### config.mk
export PLATFORM = sky130hd
export DESIGN_NAME = spd_ram
export DESIGN_NICKNAME = d
export VERILOG_FILES = /design/src/rtl/core/spd_ram.sv
export SDC_FILE = /design/constraint.sdc
export NUM_CORES = 2
export LEC_CHECK = 0
export BUFFER_PORTS_ARGS = -buffer_cell sky130_fd_sc_hd__buf_2
export CORE_UTILIZATION = 40
export CTS_BUF_LIST = sky130_fd_sc_hd__clkbuf_2
export CTS_CLUSTER_DIAMETER = 80
export DETAILED_ROUTE_END_ITERATION = 12
export RECOVER_POWER = 25
export SYNTH_ARGS = -nofsm -noshare
export SYNTH_HDL_FRONTEND = slang
export SYNTH_SLANG_ARGS = --single-unit
### constraint.sdc
create_clock -name clock -period 3.22 [get_ports clock]
set_input_delay 0.161 -clock clock [delete_from_list [all_inputs] [get_ports clock]]
set_output_delay 0.161 -clock clock [all_outputs]
set_load 0.01 [all_outputs]
### src/rtl/core/spd_ram.sv
// spd_ram: simple dual port ram, one write and one registered read per cycle
// used for the tracker records and the per-tracker port sets; no dependencies
`timescale 1ns / 1ps

module spd_ram #(
   parameter int DATA_W = 16,
   parameter int DEPTH  = 128
) (
   input  logic                                    clock,
   input  logic                                    wr_en,
   input  logic [((DEPTH > 1) ? $clog2(DEPTH) : 1)-1:0] wr_addr,
   input  logic [DATA_W-1:0]                       wr_data,
   input  logic [((DEPTH > 1) ? $clog2(DEPTH) : 1)-1:0] rd_addr,
   output logic [DATA_W-1:0]                       rd_data
);

   logic [DATA_W-1:0] mem [DEPTH];

   // write port and registered read port
   always_ff @(posedge clock) begin
      if (wr_en) begin
         mem[wr_addr] <= wr_data;
      end
      rd_data <= mem[rd_addr];
   end

endmodule

Word-level counts from Yosys, hierarchy flattened:

Memories as Yosys holds them, arrays and structs flattened. A register that Yosys moved wholly into a read port is not among the register bits.
Index checks and enable logic that the tools add are counted.
Widths: inputs -> output; s select.

* register bits after elaboration: 0
* RAM bits: 2048
* bits of input ports: 32
* output and inout bits: 16
* word-level logic and storage cells: 3
* memories kept: 1

* mux-type cells: 2

Memory list
* mem: words 128, width 16, rd ports 1, clocked after memory_dff 1, wr ports 1, line 17 `logic [DATA_W-1:0] mem [DEPTH];`

Operator list (count)
* $mux 1: 2

Logic depth before layout (Yosys ltp):

* depth in word-level cells: 2
* mapped depth: 7
* depth with buffers taken out: 4

Least setup slack after synthesis:

Ideal clock, no wire load.

* path kind: input -> register
* start: input port rd_addr[0] in the netlist's numbering
* end: register rd_data[0] (read register of mem)
* arrival time: 2535 ps
* data required time: 3099 ps
* path slack: 564 ps
* stages on the path: 6
* cells stage by stage: buf_2 buf_1 mux4_2 mux4_2 mux4_2 mux2_2

RTL lines
* start, declared: line 13 `input logic [((DEPTH > 1) ? $clog2(DEPTH) : 1)-1:0] rd_addr,`
* end, declared: line 14 `output logic [DATA_W-1:0] rd_data`

Final worst setup path:

* start: input port wr_addr[6] in the netlist's numbering
* end: memory mem[82][4] (enable)

RTL lines
* start, declared: line 11 `input logic [((DEPTH > 1) ? $clog2(DEPTH) : 1)-1:0] wr_addr,`
* end, declared: line 17

No word-level cell before the write port.

==> flow_metrics.tcl <==
set metrics [dict create \
    status "complete, but fails checks" \
    violations "capacitance limit, slew limit, setup timing" \
    syn_area_per_cell_sq_um 25.4 \
    p_seq_share_pct 59.9 \
    post-route-util_pct 46.2 \
    grt_max_degree 113 \
    wire_per_inst_microns 29.1 \
    dieHeight_microns 445 \
    min_period_ns 3.27 \
    yosys.area.top_type_share_pct 78.3 \
    clock-root-buffer "clkbuf_2" \
    max-vdd-ir-drop_mv 0.255 \
    ys_warn_count 0 \
    finalCritPeriodShare_pct 102 \
    cp-start-kind "input pin" \
    grt_pass1_wl_microns 283000 \
    rsz0062_at_grt "no" \
    clk_latency_ns 1.79 \
    yosysMostFrequentCell "edfxtp_1" \
    power.internal_mw 37.7 \
    min_from "rd_addr[6]" \
    combPwrFrac_pct 6.1 \
    syn_inst 3086 \
    fin_skew_ns 0.182 \
    drtPass1Iterations 5 \
    cts_setup_buffers 0 \
    layout-drive-gt1-share_pct 45.2 \
    max_freq_mhz 305 \
    cts.sinks 2064 \
    p_per_area_mw_per_mm2 551 \
    dp_hpwl_microns 114000 \
    tns_ns -0.278 \
    syn_area_sq_mm 0.0785 \
    numPortBuffers 47 \
    drc 0 \
    placementRows 162 \
    syn_nets 3118 \
    nFillCells 16395 \
    synth.distinct_cells 17 \
    antenna_found_initial 25 \
    synth_seq_cells 2064 \
    overflow 0 \
    final.setup.worst_slack_ns -0.0545 \
    critPathKind "in -> reg" \
    core_area_sq_mm 0.195 \
    synth_flop_cell "edfxtp_1" \
    power_switching_mw 12.0 \
    tightest_slew_ns 2.86 \
    final_nets 3956 \
    arrival_ns 4.72 \
    hold_violations 0 \
    path_clk_slew_ns 0.09 \
    synth_area_leader_cell "edfxtp_1" \
    total_leakage_power_nw 29.0 \
    maxCapViolCount 15 \
    clock_path_buffers 4 \
    yosys-top-cells-count "edfxtp_1 (2,048), mux4_2 (672), nor2_1 (122), clkbuf_1 (82), buf_2 (52)" \
    seq_area_frac_synth_pct 78.7 \
    cp.required_ns 4.67 \
    via_count 37610 \
    synth_edf_count 2048 \
    max_slew_margin_pct -90.7 \
    hp-class "in -> reg" \
    synthArstFlopShare_pct 0 \
    cts_tree "done" \
    multi_input_comb_area_sq_mm 0.0163 \
    die_area_sq_mm 0.198 \
    pwr-share-clk_pct 34.0 \
    grt_pass1_vias 39268 \
    pre_cts_ws_ns 0.0891 \
    via_per_inst 5.46 \
    regArea_sq_mm 0.0618 \
    crit_path_end_kind "register" \
    die_w_microns 445 \
    cp_max_fo 6 \
    grt_usage_pct 20.4 \
    routed_wl_microns 200000 \
    timing.hold.ws_ns 0.284 \
    drv_slew 1098 \
    synth_area_leaders "edfxtp_1 (78%), mux4_2 (19%), nor2_1 (0.58%), dfxtp_1 (0.41%), clkbuf_1 (0.39%)" \
    htreeDepth 6 \
    area_growth_pct 14.8 \
    ios 48 \
    setup_violations 16 \
    cts_made_buffers 536 \
    initial_core_util_pct 40.3 \
    r2r_start "mem[69][7]$_DFFE_PP_" \
    netSwitchingFraction_pct 24.1 \
    drtIter0Drc 3922 \
    antenna_left 0 \
    crit_start "wr_addr[6]" \
    gp_congestion 0.796 \
]
## worst max-delay path: stages
cell	delay, ns
dlygate4sd3_1	0.61
buf_2	0.15
dlygate4sd3_1	0.73
nor2b_4	0.24
nand3_1	0.11
dlygate4sd3_1	0.62
buf_4	0.16
nor3_2	0.13
dlygate4sd3_1	0.55
dlygate4sd3_1	0.57
buf_4	0.11
dlygate4sd3_1	0.59
## layout make-up
class / count / share of cell area [%]
sequential: 2064 / 68.6
clock inverter: 90 / 0.546
tap: 2624 / 3.64
clock buffer: 776 / 4.31
antenna: 11 / 0.0305
multi-input combinational: 858 / 18.0
timing repair buffer: 464 / 4.85
## flip-flops by register name, indices dropped and copies added (netlist names)
signal / cells
mem: 2048
rd_data: 16
## power groups by stage
stage | sequential, mW | combinational (mW) | clock, mW
floorplan | 30.3 | 1.45 | 0
global route | 29.7 | 3.18 | 18.8
detailed placement | 30.3 | 2.91 | 0
CTS | 29.7 | 3.12 | 17.5
finish | 29.7 | 3.03 | 16.9
global placement | 30.3 | 2.87 | 0
## cell families after synthesis
logic type	count (synthesis)	synth area share (%)
muxes	688	19.5
DFF	2064	78.7
buffers and inverters	164	0.881
and+or+nand+nor	170	0.888
## routing by layer
| metal | GRT usage [%] | up-vias | routed length, microns | share of wire (%) |
|---|---|---|---|---|
| met2 | 32.2 | 1706 | 97400 | 49 |
| met4 | 8.11 | 2 | 6630 | 3.3 |
| li1 | - | 15467 | - | - |
| met5 | 0 | - | 13 | 0.0065 |
| met1 | 27.0 | 20112 | 78800 | 39 |
| met3 | 5.41 | 323 | 17700 | 8.8 |
## path summary, 6_finish.rpt
kind	to	slack [ns]	cells past startpoint
worst min register to register	rd_data[9]$_DFF_P_	1.08	4
worst max register to register	rd_data[7]$_DFF_P_	0.23	5
worst max-delay path	mem[82][4]$_DFFE_PP_	-0.05	12
worst min-delay path	rd_data[2]$_DFF_P_	0.28	6
## placed cells by master (no fill, tap or decap)
cell type / n
clkdlybuf4s25_1: 1
nand2b_1: 2
mux2_2: 16
clkbuf_1: 18
nor2b_4: 2
nor3_2: 9
mux4_2: 672
nand2_1: 14
nor2_2: 73
clkbuf_4: 2
buf_4: 239
dfxtp_1: 16
inv_2: 15
buf_2: 27
bufinv_16: 5
buf_8: 3
dlygate4sd3_1: 103
dlymetal6s4s_1: 1
dlymetal6s2s_1: 1
nor2_1: 49
diode_2: 11
clkinvlp_4: 2
buf_12: 58
nand4_1: 3
buf_16: 1
nand3_1: 12
or3_1: 1
clkinv_1: 56
clkbuf_2: 785
nor2b_1: 5
edfxtp_1: 2048
buf_6: 1
clkinv_2: 12
## timing repair
action / in CTS / in global routing
hold endpoints to repair: 4112 / 0
setup endpoints to repair: 0 / 2
hold buffers: 121 / 0
gates resized for setup: 0 / 4
## per-stage QoR
stage / total power, mW / cells / cell area (sq um)
2_1_floorplan: 31.7 / 3086 / 78500
3_3_place_gp: 33.2 / 5889 / 84600
3_5_place_dp: 33.2 / 5889 / 84600
4_1_cts: 50.3 / 6876 / 90400
5_1_grt: 51.7 / 6881 / 90100
6_report: 49.7 / 6887 / 90100
No activity file was read; power rests on OpenSTA's default activity.
